**src/hw/rtl/jfpi_mul.sv**
```systemverilog
// shared signed 33x33 multiplier with registered product
module jfpi_mul (
   input  logic               clock,
   input  logic signed [32:0] mul_a,
   input  logic signed [32:0] mul_b,
   output logic signed [63:0] product
);

   logic signed [65:0] full_prod;
   logic signed [63:0] product_ff;

   assign full_prod = mul_a * mul_b;

   always_ff @(posedge clock) begin
      product_ff <= full_prod[63:0];
   end

   assign product = product_ff;

endmodule
```
**config.mk**
```make
export PLATFORM = sky130hd
export DESIGN_NAME = jfpi_mul
export DESIGN_NICKNAME = d
export VERILOG_FILES = /design/src/hw/rtl/jfpi_mul.sv
export SDC_FILE = /design/constraint.sdc
export NUM_CORES = 2
export LEC_CHECK = 0
export ABC_AREA = 0
export BUFFER_PORTS_ARGS = -buffer_cell sky130_fd_sc_hd__clkbuf_2
export CAP_MARGIN = 30
export CORE_MARGIN = 5
export CORE_UTILIZATION = 41
export CTS_CLUSTER_DIAMETER = 30
export DETAILED_ROUTE_END_ITERATION = 8
export PLACE_DENSITY = 0.56
export SKIP_LAST_GASP = 1
export SYNTH_ARGS = -nofsm -noshare
export SYNTH_HDL_FRONTEND = slang
export SYNTH_SLANG_ARGS = --single-unit
```
**constraint.sdc**
```tcl
create_clock -name clock -period 20.4 [get_ports clock]
set_input_delay 1.02 -clock clock [delete_from_list [all_inputs] [get_ports clock]]
set_output_delay 1.02 -clock clock [all_outputs]
set_load 0.005 [all_outputs]
```
==> impl_metrics.json <==
{
  "required_ns": 20.69,
  "cp.arrival_ns": 9.58,
  "worst_pin_slew_ns": 1.03,
  "die_h_um": 321,
  "ys_seq_elements": 64,
  "cts_root_buffer": "clkbuf_16",
  "status": "completed",
  "cts_setup_buffers": 0,
  "io_pins": 131,
  "grt_pass1_vias": 30000,
  "fin_crit_sh_pct": 45.5,
  "critPathMaxStageDelay_ns": 0.86,
  "cts_resized": 0,
  "viasPerCell": 5.01,
  "fin_area_mm2": 0.0415,
  "drt_pass1_iterations": 5,
  "synth_cells": 4207,
  "max_slew_margin_pct": 31.3,
  "largest_reg_flops": 64,
  "fmax_mhz": 108,
  "whs_path_depth": 3,
  "routed_wire_length_per_instance_um": 19.9,
  "dieArea_mm2": 0.103,
  "period_needed_ns": 9.29,
  "core_mm2": 0.0961,
  "areaGrowthSynthToFinish_pct": 4.99,
  "ys_types": 57,
  "rows": 114,
  "port_buffers": 130,
  "dpl.hpwl_mm": 88.1,
  "routabilityCongestion": 0.906,
  "hold_buffers": 0,
  "drive_gt1_share_pct": 4.40,
  "clkTransAtPathRegs_ns": 0.06,
  "grt.overflow.total": 0,
  "final_nets": 5560,
  "via_count": 27300,
  "cap_violations": 0,
  "startpoint_type": "primary input",
  "synth-edff-count": 0,
  "wl_mm": 109,
  "numCtsBuffers": 9,
  "grt_pass1_wl_mm": 172,
  "syn_nets": 5611,
  "max-clock-path-buffers": 2,
  "hp-start": "mul_a[0]",
  "rsz0062_at_grt": "no",
  "cp-end-kind": "flop",
  "seq_area_frac_synth_pct": 3.24,
  "placed_area_mm2": 0.0412,
  "cts_tree": "built",
  "finalSetupTns_ns": 0,
  "die_x_um": 321,
  "synth_area_mm2": 0.0395,
  "synth_flop_cell": "dfxtp_1",
  "slew_violations": 0,
  "grt_max_degree": 35,
  "postSynthAreaPerCell_um2": 9.40,
  "crit_fanout": 34,
  "ys_warn_count": 0,
  "initial_core_util_pct": 41.1,
  "async_flop_share_pct": 0,
  "htreeDepth": 3,
  "cp_slowest_cell": "fa_1",
  "crit_chain": "clkbuf_2 -> nand2_1 -> inv_1 -> fa_1 -> fa_1 -> fa_1 -> inv_1 -> fa_1 -> inv_1 -> fa_1 -> fa_1 -> fa_1 -> inv_1 -> fa_1 -> inv_1 -> ha_1 -> nand3_1 -> nor4_1 -> nand3_1 -> o211ai_1 -> a21oi_1 -> a21oi_1 -> xor2_1",
  "cts_num_sinks": 64,
  "hold_path_class": "primary input to flop",
  "drc": 0,
  "holdPathEnd": "product[0]$_DFF_P_",
  "crit_type": "primary input to flop",
  "fillers": 9505,
  "final_antenna_net_count": 0,
  "cp_common_cell": "fa_1",
  "antenna_found_initial": 4,
  "hold_viol": 0,
  "first_iter_violations": 1450,
  "grt_usage_pct": 21.8,
  "setup_viol": 0
}
-- worst max-delay path by stage --
stage                   start             endpoint  cells past startpoint
floorplan           mul_a[32]  product[63]$_DFF_P_                     24
global placement     mul_b[0]  product[62]$_DFF_P_                     23
detailed placement   mul_b[0]  product[62]$_DFF_P_                     23
CTS                  mul_b[0]  product[62]$_DFF_P_                     23
global route         mul_b[0]  product[62]$_DFF_P_                     23
finish               mul_b[0]  product[62]$_DFF_P_                     23
-- routing by layer --
metal	share of wire, %	wire [um]	track usage, %
met5	0	0	0
met4	5.7	6150	9.95
met3	3.9	4240	2.33
met2	53	57400	39.3
met1	38	40800	26.2
-- cell usage after synthesis (3+ instances only) --
master / count / area (um^2)
a211oi_1: 8 / 60.1
a21boi_0: 3 / 22.5
a21o_1: 18 / 135
a21oi_1: 69 / 345
a31oi_1: 6 / 37.5
and2_1: 548 / 3430
and3_1: 6 / 37.5
and4_1: 4 / 35.0
clkbuf_1: 222 / 833
dfxtp_1: 64 / 1280
fa_1: 1125 / 22500
ha_1: 212 / 2650
inv_1: 1086 / 4080
nand2_1: 547 / 2050
nand2b_1: 9 / 56.3
nand3_1: 18 / 90.1
nand4_1: 12 / 75.1
nor2_1: 18 / 67.6
nor2b_1: 32 / 200
nor3_1: 11 / 55.1
nor4_1: 4 / 25.0
o211ai_1: 7 / 52.6
o21a_1: 18 / 135
o21ai_0: 29 / 145
o21ai_1: 6 / 30.0
o21bai_1: 7 / 52.6
o31ai_1: 4 / 30.0
or3_1: 4 / 25.0
xnor2_1: 55 / 482
xor2_1: 21 / 184
-- cell type report --
| type | instances | area (um^2) | area share [%] |
|---|---|---|---|
| Inverter | 1086 | 4080 | 9.82 |
| Timing Repair Buffer | 160 | 903 | 2.18 |
| Sequential cell | 64 | 1280 | 3.09 |
| Clock inverter | 5 | 41.3 | 0.0995 |
| Antenna cell | 9 | 22.5 | 0.0542 |
| Tap cell | 1276 | 1600 | 3.85 |
| Clock buffer | 11 | 243 | 0.585 |
| Multi-Input combinational cell | 2835 | 33400 | 80.3 |
-- kinds of logic (layout without fill, tap and decap cells) --
logic type	Yosys count	count (layout)	share of synthesized area [%]
other	0	9	0
DFF	64	64	3.24
muxes	1	1	0.0253
buffers and inverters	1308	1262	12.4
and+or+nand+nor	1221	1221	15.7
xor gates and xnor gates	76	76	1.68
adders and majority gates	1337	1337	63.7
AOI/OAI and AO/OA	200	200	3.25
-- layout by cell type, fill, tap and decap left out, types with 7 or more instances in the layout --
cell       count
fa_1        1125
inv_1       1086
and2_1       548
nand2_1      547
ha_1         212
clkbuf_2     130
a21oi_1       69
dfxtp_1       64
xnor2_1       55
nor2b_1       32
o21ai_0       29
buf_4         28
xor2_1        21
o21a_1        18
a21o_1        18
nand3_1       18
nor2_1        18
nand4_1       12
nor3_1        11
diode_2        9
nand2b_1       9
clkbuf_16      9
a211oi_1       8
o21bai_1       7
o211ai_1       7
-- critical path, delay by kind of cell --
kind                     cells  cell delay (ns)
adder cells (fa/ha/maj)      9             5.18
buffers and inverters        6             1.42
XOR/XNOR                     1             0.17
AND/OR/NAND/NOR              4             1.03
AO/OA/AOI/OAI                3             0.72
-- metrics by stage --
stage / hold slack [ns] / worst slack [ns] / instances / util (%)
2_1_floorplan: 1.15 / 12.12 / 4207 / -
3_3_place_gp: 1.39 / 10.90 / 5419 / 42.8
3_5_place_dp: 1.39 / 10.82 / 5420 / 42.8
4_1_cts: 1.23 / 11.16 / 5436 / 43.1
5_1_grt: 1.26 / 10.60 / 5438 / 43.2
6_report: 1.26 / 11.11 / 5446 / 43.2
Power is not shown: default switching activity piles up to over one toggle a cycle in this logic, so the estimate is an artifact.
