==> src/hw/rtl/jfpi_pkg.sv <==
// shared types, constants and fixed-point helpers of the joint force pi controller
package jfpi_pkg;

   localparam int JOINTS   = 7;
   localparam int JOINT_AW = (JOINTS > 1) ? $clog2(JOINTS) : 1;
   localparam int CFG_W    = 31;
   localparam int GAIN_W   = 17;
   localparam int CSR_IDX_W = 3;

   localparam logic signed [32:0] NEG_G_Q16 = -33'sd642908;
   localparam logic [GAIN_W-1:0]  ONE_Q16   = 17'd65536;
   localparam logic signed [63:0] ROUND_HALF = 64'sd32768;

   localparam logic [CFG_W-1:0]  MAX_STEP_RESET = 31'd65536;
   localparam logic [GAIN_W-1:0] SMOOTH_RESET   = 17'd65;
   localparam logic [CFG_W-1:0]  MASS_RESET     = 31'd6554;
   localparam logic [CFG_W-1:0]  GAIN_RESET     = 31'd0;

   typedef enum logic [CSR_IDX_W-1:0] {
      CSR_MAX_STEP    = 3'd0,
      CSR_SMOOTH_GAIN = 3'd1,
      CSR_TGT_MASS    = 3'd2,
      CSR_TGT_P_GAIN  = 3'd3,
      CSR_TGT_I_GAIN  = 3'd4
   } csr_index_type;

   typedef enum logic [11:0] {
      S_IDLE  = 12'b000000000001,
      S_FF1   = 12'b000000000010,
      S_FF2   = 12'b000000000100,
      S_ERR   = 12'b000000001000,
      S_INT   = 12'b000000010000,
      S_PGAIN = 12'b000000100000,
      S_IGAIN = 12'b000001000000,
      S_CMD   = 12'b000010000000,
      S_LIMIT = 12'b000100000000,
      S_SM0   = 12'b001000000000,
      S_SM1   = 12'b010000000000,
      S_SM2   = 12'b100000000000
   } state_type;

   typedef struct packed {
      logic signed [31:0] bias;
      logic signed [31:0] err_sum;
   } mem_entry_type;

   typedef struct packed {
      logic                rd_en;
      logic                wr_en;
      logic [JOINT_AW-1:0] addr;
      mem_entry_type       wdata;
   } mem_req_type;

   function automatic logic signed [34:0] sext35(input logic signed [31:0] x);
      return {{3{x[31]}}, x};
   endfunction

   function automatic logic signed [31:0] sat35(input logic signed [34:0] v);
      logic [3:0] top;
      top = v[34:31];
      if (top == 4'b0000 || top == 4'b1111) begin
         return v[31:0];
      end else if (v[34]) begin
         return 32'sh80000000;
      end else begin
         return 32'sh7fffffff;
      end
   endfunction

   // floor(v / 65536 + 1/2), saturated to 32 bits
   function automatic logic signed [31:0] round_sat(input logic signed [63:0] v);
      logic signed [63:0] w;
      logic [16:0]        top;
      w   = v + ROUND_HALF;
      top = w[63:47];
      if (top == 17'h00000 || top == 17'h1ffff) begin
         return w[47:16];
      end else if (w[63]) begin
         return 32'sh80000000;
      end else begin
         return 32'sh7fffffff;
      end
   endfunction

endpackage

==> src/hw/rtl/jfpi_joint_mem.sv <==
// per-joint bias and error-sum memory with registered read
module jfpi_joint_mem (
   input  logic                   clock,
   input  logic                   reset,
   input  jfpi_pkg::mem_req_type  mem_req,
   output jfpi_pkg::mem_entry_type rd_data
);

   jfpi_pkg::mem_entry_type          mem_ff [jfpi_pkg::JOINTS];
   logic [jfpi_pkg::JOINTS-1:0]      valid_ff;
   jfpi_pkg::mem_entry_type          rd_data_ff;
   logic                             rd_valid_ff;

   always_ff @(posedge clock) begin
      if (mem_req.wr_en) begin
         mem_ff[mem_req.addr] <= mem_req.wdata;
      end
      if (mem_req.rd_en) begin
         rd_data_ff <= mem_ff[mem_req.addr];
      end
   end

   always_ff @(posedge clock) begin
      if (reset) begin
         valid_ff    <= '0;
         rd_valid_ff <= 1'b0;
      end else begin
         if (mem_req.wr_en) begin
            valid_ff[mem_req.addr] <= 1'b1;
         end
         if (mem_req.rd_en) begin
            rd_valid_ff <= valid_ff[mem_req.addr];
         end
      end
   end

   // never-written entries read as zero
   assign rd_data = rd_valid_ff ? rd_data_ff : '0;

endmodule

==> config.mk <==
export PLATFORM = sky130hd
export DESIGN_NAME = jfpi_joint_mem
export DESIGN_NICKNAME = d
export VERILOG_FILES = /design/src/hw/rtl/jfpi_pkg.sv /design/src/hw/rtl/jfpi_joint_mem.sv
export SDC_FILE = /design/constraint.sdc
export NUM_CORES = 1
export LEC_CHECK = 0
export BUFFER_PORTS_ARGS = -buffer_cell sky130_fd_sc_hd__buf_2
export CAP_MARGIN = 10
export CORE_UTILIZATION = 58
export DETAILED_ROUTE_END_ITERATION = 10
export GPL_TIMING_DRIVEN = 0
export PLACE_DENSITY_LB_ADDON = 0.08
export SYNTH_ARGS = -nofsm -noshare
export SYNTH_HDL_FRONTEND = slang
export SYNTH_SLANG_ARGS = --single-unit
==> constraint.sdc <==
create_clock -name clock -period 10.7 [get_ports clock]
set_input_delay 0.535 -clock clock [delete_from_list [all_inputs] [get_ports clock]]
set_output_delay 0.535 -clock clock [all_outputs]
set_load 0.01 [all_outputs]
==> results_dict.tcl, run 1 <==
set metrics [dict create \
    run_status "completed" \
    first_iter_violations 770 \
    grt_start_max_net_pins 48 \
    crit_family "buffers and inverters" \
    finalSetupViolCount 0 \
    maxSlewViolCount 0 \
    p_comb_share_pct 5.4 \
    ctsResizeCount 0 \
    cts_buffers 52 \
    synth_edf_count 512 \
    tightest_slew_ps 882 \
    regArea_um2 15500 \
    numPortBuffers 130 \
    hold_viol 0 \
    grt-ovfl-total 0 \
    slowest_stage "clkbuf_1" \
    max_stage_delay_ps 630 \
    yosysWarnings 0 \
    first_pass_iters 5 \
    die_area_um2 34800 \
    clock_latency_ps 560 \
    instances_no_fill 1697 \
    grt_setup_unrepaired "no" \
    dp_cells 1595 \
    drc 0 \
    switching_share_pct 20.5 \
    ioPinCount 135 \
    routed_wl_um 38700 \
    synthTopCellsByArea "edfxtp_1 (78%), mux4_2 (7.4%), mux2_2 (3.6%), mux2i_1 (3.4%), and2_1 (2.0%)" \
    htreeDepth 2 \
    synth_top_area_share_pct 77.8 \
    crit_type "register to primary output" \
    initial_utilization_pct 59.0 \
    hp-class "primary input to register" \
    power.internal_mw 3.46 \
    clkSlewWorstSetupHoldPaths_ps 60 \
    grtUsageTotal_pct 22.9 \
    tritoncts "built" \
    required_ps 10170 \
    synth_cells 987 \
    die_w_um 187 \
    antenna_left 0 \
    vias_per_cell 5.68 \
    holdWs_ps 219 \
    yosys.area.top_type "edfxtp_1" \
    row_count 67 \
    nFillCells 2205 \
    dr_total_vias 9642 \
    place.gp.congestion 0.699 \
    fin_crit_sh_pct 27.7 \
    maxSlewHeadroom_pct 41.1 \
    end_kind "primary output" \
    synthToLayoutAreaGrowth_pct 16.9 \
    clkPwrFrac_pct 40.9 \
    yosysMostFrequentCell "edfxtp_1" \
    clock_sinks 520 \
    critPathArrivalTime_ps 2430 \
    multi_input_area_um2 4010 \
    max_cap_violations 0 \
    utilization_pct 68.9 \
    synth.avg_cell_area_um2 20.0 \
    fin_worst_skew_ps 12.5 \
    cp-start-kind "register" \
    grt_pass1_wl_um 59400 \
    ys_top_cells_by_count "edfxtp_1 (512), mux2i_1 (67), mux4_2 (65), nand2_1 (65)" \
    cts_setup_buffers 0 \
    fin_nets 1272 \
    p_leak_nw 8.05 \
    p_sw_uw 892 \
    sequentialPowerShare_pct 53.8 \
    critPathBufInv 3 \
    worst_path_most_repeated_cell "clkbuf_1" \
    synth_cell_types 25 \
    synth_area_um2 19800 \
    fmax_ghz 0.337 \
    syn_nets 1058 \
    antenna_found_initial 4 \
    irDropWorstVdd_mv 0.140 \
    ys_ff_latch 520 \
    yosysSeqAreaShare_pct 78.6 \
    postCtsHoldBufs 0 \
    coreArea_um2 33500 \
    finalCriticalPeriod_ps 2970 \
    path_max_fanout 10 \
    cts_root_buf "clkbuf_16" \
    dp_hpwl_um 23600 \
    die_h_um 187 \
    drive_above_1_share_pct 31.6 \
    wl_per_cell_um 22.8 \
    grt_pass1_vias 9984 \
    cts_buffer_depth 3 \
    path_cells "clkbuf_1, clkbuf_1, and2_1, buf_2" \
    async_flop_share_pct 0 \
    synth_flop_cell "edfxtp_1" \
    powerDensity_nw_per_um2 188 \
]
[cell type report]
type,count,share of cell area [%]
sequential,520,67.2
multi-input combinational,413,17.3
clock buffer,68,5.98
timing repair buffer,160,4.49
tap,448,2.43
clock inverter,30,1.32
buffer,54,1.18
antenna,4,0.0433
[logic make-up after synthesis]
kind of cell | after synthesis | synth area share, %
flops | 520 | 78.6
mux | 196 | 14.4
compound gates | 67 | 1.74
simple gates | 150 | 3.87
buf+inv | 54 | 1.38
[registers in the layout (all words and copies together), names as in the netlist]
register / flops
rd_valid_ff: 1
valid_ff: 7
mem_ff: 448
rd_data_ff: 64
[power by group through the flow]
| stage | registers, mW | clock network, mW | logic (mW) |
|---|---|---|---|
| global placement | 2.39 | 0 | 0.221 |
| finish | 2.34 | 1.78 | 0.234 |
| CTS | 2.34 | 1.81 | 0.238 |
| global route | 2.35 | 1.89 | 0.255 |
| floorplan | 2.38 | 0 | 0.135 |
| detailed placement | 2.38 | 0 | 0.237 |
[per-stage QoR]
stage / worst slack (ps) / power [mW] / instance area (µm²) / setup TNS (ps)
after floorplan: 2350 / 2.52 / 19800 / 0
final: 7730 / 4.35 / 23100 / 0
after global routing: 7620 / 4.49 / 23100 / 0
after detailed placement: 7680 / 2.62 / 21400 / 0
after global placement: -4540 / 2.61 / 21000 / -524130
after CTS: 7720 / 4.39 / 23100 / 0
[worst paths after layout]
kind                              end                startpoint  cells past startpoint  slack [ps]
min           mem_ff[1][37]$_DFFE_PP_               mem_req[37]                      1         220
max reg2reg  rd_valid_ff$_SDFFE_PP0P_  rd_valid_ff$_SDFFE_PP0P_                      3        9300
min reg2reg  valid_ff[0]$_SDFFE_PP0P_  valid_ff[0]$_SDFFE_PP0P_                      2         470
max                       rd_data[25]  rd_valid_ff$_SDFFE_PP0P_                      4        7730
[cell usage in the layout (no fill, tap or decap), types with 5 or more instances in the layout]
cell type / n
clkinv_2: 8
clkbuf_16: 53
buf_6: 13
bufinv_16: 5
buf_8: 7
and2_1: 64
mux4_2: 65
clkinvlp_4: 6
mux2_2: 64
edfxtp_1: 512
dfxtp_1: 8
clkbuf_1: 47
o21ai_0: 64
buf_4: 11
buf_2: 143
clkinv_1: 6
nand2_1: 65
mux2i_1: 67
nor2_1: 12
[layer usage]
layer  part of all wire (%)  routed length [µm]  global-route usage, %  vias to the layer above
li1                       -                   -                      -                     4349
met1                     44               17100                   32.3                     4995
met2                     49               19100                   37.8                      237
met3                    5.0                1930                   4.02                       59
met4                    1.6                 614                   5.64                        2
met5                  0.028                  11                      0                        -
Power figures use the tool's default switching activity.
==> run 2: changes to the inputs <==
- ABC_AREA: not set -> 1
- clock period: 10.7 -> 3.1 ns (I/O delays scaled with it)
==> run 2 against run 1 <==
Via count is 32% higher. Area after synthesis is 3.6% higher. Die area is 3.6% higher. Largest cell class unchanged. Critical endpoint is now rd_data[28]. Worst setup slack worse by 7400 ps. Register-to-register slack worse by 7600 ps. Routed wire length is 17% higher. Largest power group unchanged. Core utilization is 0.76 points higher. Critical path depth is 1 higher.
==> results_dict.tcl, run 2 <==
set metrics [dict create \
    routed_wl_um 45500 \
    yosysMostFrequentCell "nand2_1" \
    synth_edf_count 512 \
    clkSlewWorstSetupHoldPaths_ps 60 \
    antenna_found_initial 2 \
    ioPinCount 135 \
    worst_path_most_repeated_cell "clkbuf_1" \
    multi_input_area_um2 3320 \
    run_status "completed" \
    htreeDepth 2 \
    r2r_end "rd_valid_ff$_SDFFE_PP0P_" \
    first_pass_iters 5 \
    wl_per_cell_um 18.7 \
    final_common_cell "nand2_1" \
    cts_buffer_depth 3 \
    placed_area_um2 21900 \
    fin_nets 2008 \
    synth_area_um2 20500 \
    synth_cells 1676 \
    maxSlewHeadroom_pct 35.5 \
    cts_buffers 51 \
    powerDensity_nw_per_um2 608 \
    fmax_ghz 0.363 \
    utilization_pct 69.7 \
    fin_worst_skew_ps 12.6 \
    clock_latency_ps 580 \
    grt_pass1_wl_um 69400 \
    rrSetupSlack_ps 1670 \
    critPathArrivalTime_ps 2600 \
    highest_layer "met4" \
    ctsResizeCount 0 \
    yosysWarnings 0 \
    die_h_um 190 \
    grtUsageTotal_pct 26.0 \
    syn_nets 1747 \
    ys_ff_latch 520 \
    synth.avg_cell_area_um2 12.2 \
    finalSetupViolCount 0 \
    maxSlewViolCount 0 \
    final_cell_mix "nand2_1 (533), edfxtp_1 (512), inv_1 (327)" \
    hp-class "primary input to register" \
    numPortBuffers 133 \
    tritoncts "built" \
    tightest_slew_ps 968 \
    grt_start_max_net_pins 56 \
    synth_flop_cell "edfxtp_1" \
    die_w_um 190 \
    required_ps 2940 \
    die_area_um2 36100 \
    hold_viol 0 \
    dr_total_vias 12717 \
    vias_per_cell 5.23 \
    antenna_left 0 \
    postCtsHoldBufs 67 \
    largest_reg_flops 448 \
    max_stage_delay_ps 730 \
    place.gp.congestion 0.770 \
    grt_pass1_vias 12533 \
    setup_ws_ps 344 \
    yosys.area.top_type "edfxtp_1" \
    slowest_stage "clkbuf_1" \
    p_total_mw 14.7 \
    cts_root_buf "clkbuf_16" \
    drive_above_1_share_pct 13.8 \
    irDropWorstVdd_mv 0.515 \
    cp_num_cells 5 \
    max_cap_violations 0 \
    synthTopCellsByArea "edfxtp_1 (75%), nand2_1 (9.8%), inv_1 (6.1%), o211ai_1 (2.3%), nand4_1 (1.9%)" \
    coreArea_um2 34600 \
    synth_cell_types 19 \
    r2r_start "rd_valid_ff$_SDFFE_PP0P_" \
    drc 0 \
    worstSetupStartpoint "rd_valid_ff$_SDFFE_PP0P_" \
    synth_top_area_share_pct 75.1 \
    dp_slack_ps 846 \
    crit_type "register to primary output" \
    largest-register "mem_ff" \
    dp_hpwl_um 26700 \
    nFillCells 2427 \
    synthToLayoutAreaGrowth_pct 17.8 \
    ys_top_cells_by_count "nand2_1 (533), edfxtp_1 (512), inv_1 (334)" \
    regArea_um2 15500 \
    p_leak_nw 10.1 \
    initial_utilization_pct 59.1 \
    wl_met3_um 2910 \
    async_flop_share_pct 0 \
    first_iter_violations 849 \
    grt_setup_unrepaired "no" \
    fin_crit_sh_pct 88.9 \
    stdcell_area_um2 24100 \
    grt-ovfl-total 0 \
    cp-start-kind "register" \
    path_max_fanout 10 \
    end_kind "primary output" \
    finalCriticalPeriod_ps 2760 \
    top_regs "mem_ff x448, rd_data_ff x64, valid_ff x7" \
    endpoint "rd_data[28]" \
    met2_wirelength_um 22400 \
    row_count 68 \
    yosysSeqAreaShare_pct 75.9 \
    cts_setup_buffers 0 \
    crit_family "buffers and inverters" \
    path_cells "clkbuf_1, clkbuf_1, nand2_1, inv_1, buf_2" \
    clock_sinks 520 \
    r2r_cells 3 \
    critPathBufInv 4 \
    wl_met1_um 18900 \
]
## run 2: cell count changes in the layout (fill, tap and decap cells not counted), moves of 26 or more
cell | previous run | this run
mux2i_1 | 67 | 0
dlygate4sd3_1 | 0 | 67
mux2_2 | 64 | 0
mux4_2 | 65 | 0
and2_1 | 64 | 0
inv_1 | 0 | 327
nand2_1 | 65 | 533
nand3_1 | 0 | 66
o211ai_1 | 0 | 63
o21ai_0 | 64 | 3
nand4_1 | 0 | 63
buf_2 | 143 | 169
## run 2: cells by family after synthesis
kind of cell	share of synthesized area, %
and+or+nand+nor	13.6
buffers and inverters	7.92
AOI/OAI and AO/OA	2.59
DFF	75.9
## run 2: area by class of cell
cell class              instances  area share (%)
diodes                          2          0.0207
clock inverters                29           0.778
flip-flops and latches        520            64.4
clock buffers                  62            5.46
well taps                     455            2.36
multi-input cells             748            13.8
repair buffers                208            6.43
plain buffers                  69            1.45
inverters                     339            5.35
## run 2: how the worst min path moves through the flow
stage           startpoint                        to  slack [ps]  depth (start not counted)
6_report       mem_req[67]  valid_ff[1]$_SDFFE_PP0P_          60                          5
5_1_grt        mem_req[65]  rd_data_ff[62]$_DFFE_PP_          80                          5
4_1_cts        mem_req[67]  valid_ff[1]$_SDFFE_PP0P_          30                          5
3_5_place_dp   mem_req[26]   mem_ff[5][26]$_DFFE_PP_         410                          1
3_3_place_gp   mem_req[52]   mem_ff[2][52]$_DFFE_PP_         410                          1
2_1_floorplan   mem_req[0]    mem_ff[0][0]$_DFFE_PP_         250                          0
## run 2: worst min-delay path: stages
cell and delay, ps:
buf_2 130, nand2_1 60, inv_1 60, nand2_1 120
a21oi_1 80
## run 2: through the flow
| step | hold slack [ps] | instances | setup TNS, ps |
|---|---|---|---|
| after floorplan | 254 | 1676 | 0 |
| after global placement | 408 | 2264 | -365090 |
| after detailed placement | 409 | 2272 | 0 |
| after CTS | 25.9 | 2430 | 0 |
| after global routing | 76.7 | 2432 | 0 |
| final | 63.5 | 2432 | 0 |
## run 2: where the power goes
part,switching (mW),internal [mW]
clock,2.50,3.17
combinational,0.599,0.292
sequential,0.0665,8.02
total,3.17,11.5
## run 2: per-layer routing
| metal | vias up | GRT usage [%] |
|---|---|---|
| met5 | - | 0 |
| met3 | 94 | 4.56 |
| met2 | 424 | 43.8 |
| met4 | 0 | 9.15 |
| li1 | 6072 | - |
| met1 | 6127 | 34.1 |
==> run 3: changes to the inputs <==
- RECOVER_POWER: not set -> 100
==> run 3 against run 2 <==
Non-clock buffer count unchanged. The flow now finishes with violations (max-capacitance violations, max-slew violations). Cell count did not move. Flip-flop and latch count unchanged. Clock power barely moved. Fmax down 4.4%. Core utilization fell by 0.86 points.
==> results_dict.tcl, run 3 (synthesized netlist as in run 2, its figures left out) <==
set metrics [dict create \
    grt-ovfl-total 0 \
    p_leak_nw 9.57 \
    drc 0 \
    tritoncts "built" \
    row_count 68 \
    maxSlewHeadroom_pct -30.2 \
    critPathBufInv 7 \
    cts_setup_buffers 0 \
    path_max_fanout 40 \
    final_common_cell "nand2_1" \
    clock_sinks 520 \
    fin_tns_setup_ps 0 \
    maxSlewViolCount 84 \
    top_regs "mem_ff x448, rd_data_ff x64, valid_ff x7" \
    p_total_mw 14.6 \
    wl_per_cell_um 18.7 \
    powerDensity_nw_per_um2 614 \
    stdcell_area_um2 23800 \
    dp_hpwl_um 26700 \
    critPathArrivalTime_ps 3100 \
    die_area_um2 36100 \
    ioPinCount 135 \
    tightest_slew_ps 1950 \
    cts_buffer_depth 3 \
    dp_slack_ps 846 \
    synthToLayoutAreaGrowth_pct 16.4 \
    slowest_stage "clkbuf_1" \
    grt_start_max_net_pins 56 \
    path_cells "dlygate4sd3_1, clkbuf_1, inv_2, nor2_1, clkbuf_1, buf_4, nand2_1, inv_4, buf_6" \
    clkSlewWorstSetupHoldPaths_ps 60 \
    crit_family "buffers and inverters" \
    first_iter_violations 841 \
    irDropWorstVdd_mv 0.514 \
    clock_latency_ps 580 \
    cp-start-kind "primary input" \
    cts_buffers 51 \
    cts_root_buf "clkbuf_16" \
    ctsResizeCount 0 \
    hold_viol 0 \
    fin_worst_skew_ps 16.0 \
    grt_pass1_wl_um 69400 \
    fin_nets 2008 \
    antenna_left 0 \
    fin_crit_sh_pct 93.0 \
    vias_per_cell 5.22 \
    drive_above_1_share_pct 6.48 \
    largest_reg_flops 448 \
    worst_path_most_repeated_cell "clkbuf_1" \
    required_ps 3320 \
    grt_pass1_vias 12533 \
    coreArea_um2 34600 \
    grtUsageTotal_pct 26.0 \
    numPortBuffers 133 \
    max_stage_delay_ps 620 \
    grt_setup_unrepaired "no" \
    violations "max-capacitance violations, max-slew violations" \
    crit_type "primary input to register" \
    finalSetupViolCount 0 \
    first_pass_iters 7 \
    utilization_pct 68.8 \
    routed_wl_um 45500 \
    finalCriticalPeriod_ps 2880 \
    die_h_um 190 \
    max_cap_violations 2 \
    end_kind "register" \
    run_status "finished, violations left" \
    fmax_ghz 0.347 \
    largest-register "mem_ff" \
    dr_total_vias 12687 \
    htreeDepth 2 \
    final_cell_mix "nand2_1 (533), edfxtp_1 (512), inv_1 (328)" \
    antenna_found_initial 2 \
    die_w_um 190 \
    placed_area_um2 21900 \
    setup_ws_ps 218 \
    place.gp.congestion 0.770 \
    hp-class "primary input to register" \
    initial_utilization_pct 59.1 \
]
run 3: through the flow:
step | hold WS [ps] | std cells
finish | 15.8 | 2432
global route | 29.0 | 2432
CTS | 25.9 | 2430
detailed placement | 409 | 2272
global placement | 408 | 2264
floorplan | 254 | 1676
run 3: worst paths after layout:
| check | startpoint | to | slack [ps] | cells past startpoint |
|---|---|---|---|---|
| worst max-delay path | mem_req[66] | mem_ff[5][21]$_DFFE_PP_ | 220 | 9 |
| worst min-delay path | mem_req[67] | valid_ff[1]$_SDFFE_PP0P_ | 20 | 5 |
| worst max register to register | rd_valid_ff$_SDFFE_PP0P_ | rd_valid_ff$_SDFFE_PP0P_ | 1630 | 3 |
| worst min register to register | valid_ff[1]$_SDFFE_PP0P_ | valid_ff[1]$_SDFFE_PP0P_ | 460 | 2 |
run 3: timing repair:
action	in CTS	in global routing
setup endpoints to repair	0	0
endpoints found under the hold margin	467	0
hold buffers	67	0
run 3: final cells by class:
class | count | area (µm²)
buffer | 69 | 337
antenna | 2 | 5.00
timing repair buffer | 208 | 1290
fill | 2523 | 10800
clock inverter | 29 | 188
tap | 455 | 569
clock buffer | 62 | 1320
multi-input combinational | 748 | 3310
sequential | 520 | 15500
inverter | 339 | 1280
run 3: tightest hold or removal path: stages:
cell and delay [ps]:
buf_2 130, nand2_1 60, inv_1 50, nand2_1 90
a21oi_1 60
run 3: power by group:
group          internal (mW)  total, mW  leakage [nW]  switching [mW]
logic                  0.258      0.857          4.06           0.598
clock network           3.17       5.69         0.746            2.52
registers               8.03       8.10          4.77          0.0667
run 3: per-layer routing:
| metal | global-route usage [%] | up-vias | share of wire (%) | wire [µm] |
|---|---|---|---|---|
| met5 | 0 | - | 0 | 0 |
| met4 | 9.15 | 0 | 2.6 | 1170 |
| met3 | 4.56 | 91 | 6.4 | 2920 |
| met2 | 43.8 | 430 | 49 | 22400 |
| met1 | 34.1 | 6101 | 42 | 19100 |
| li1 | - | 6065 | - | - |
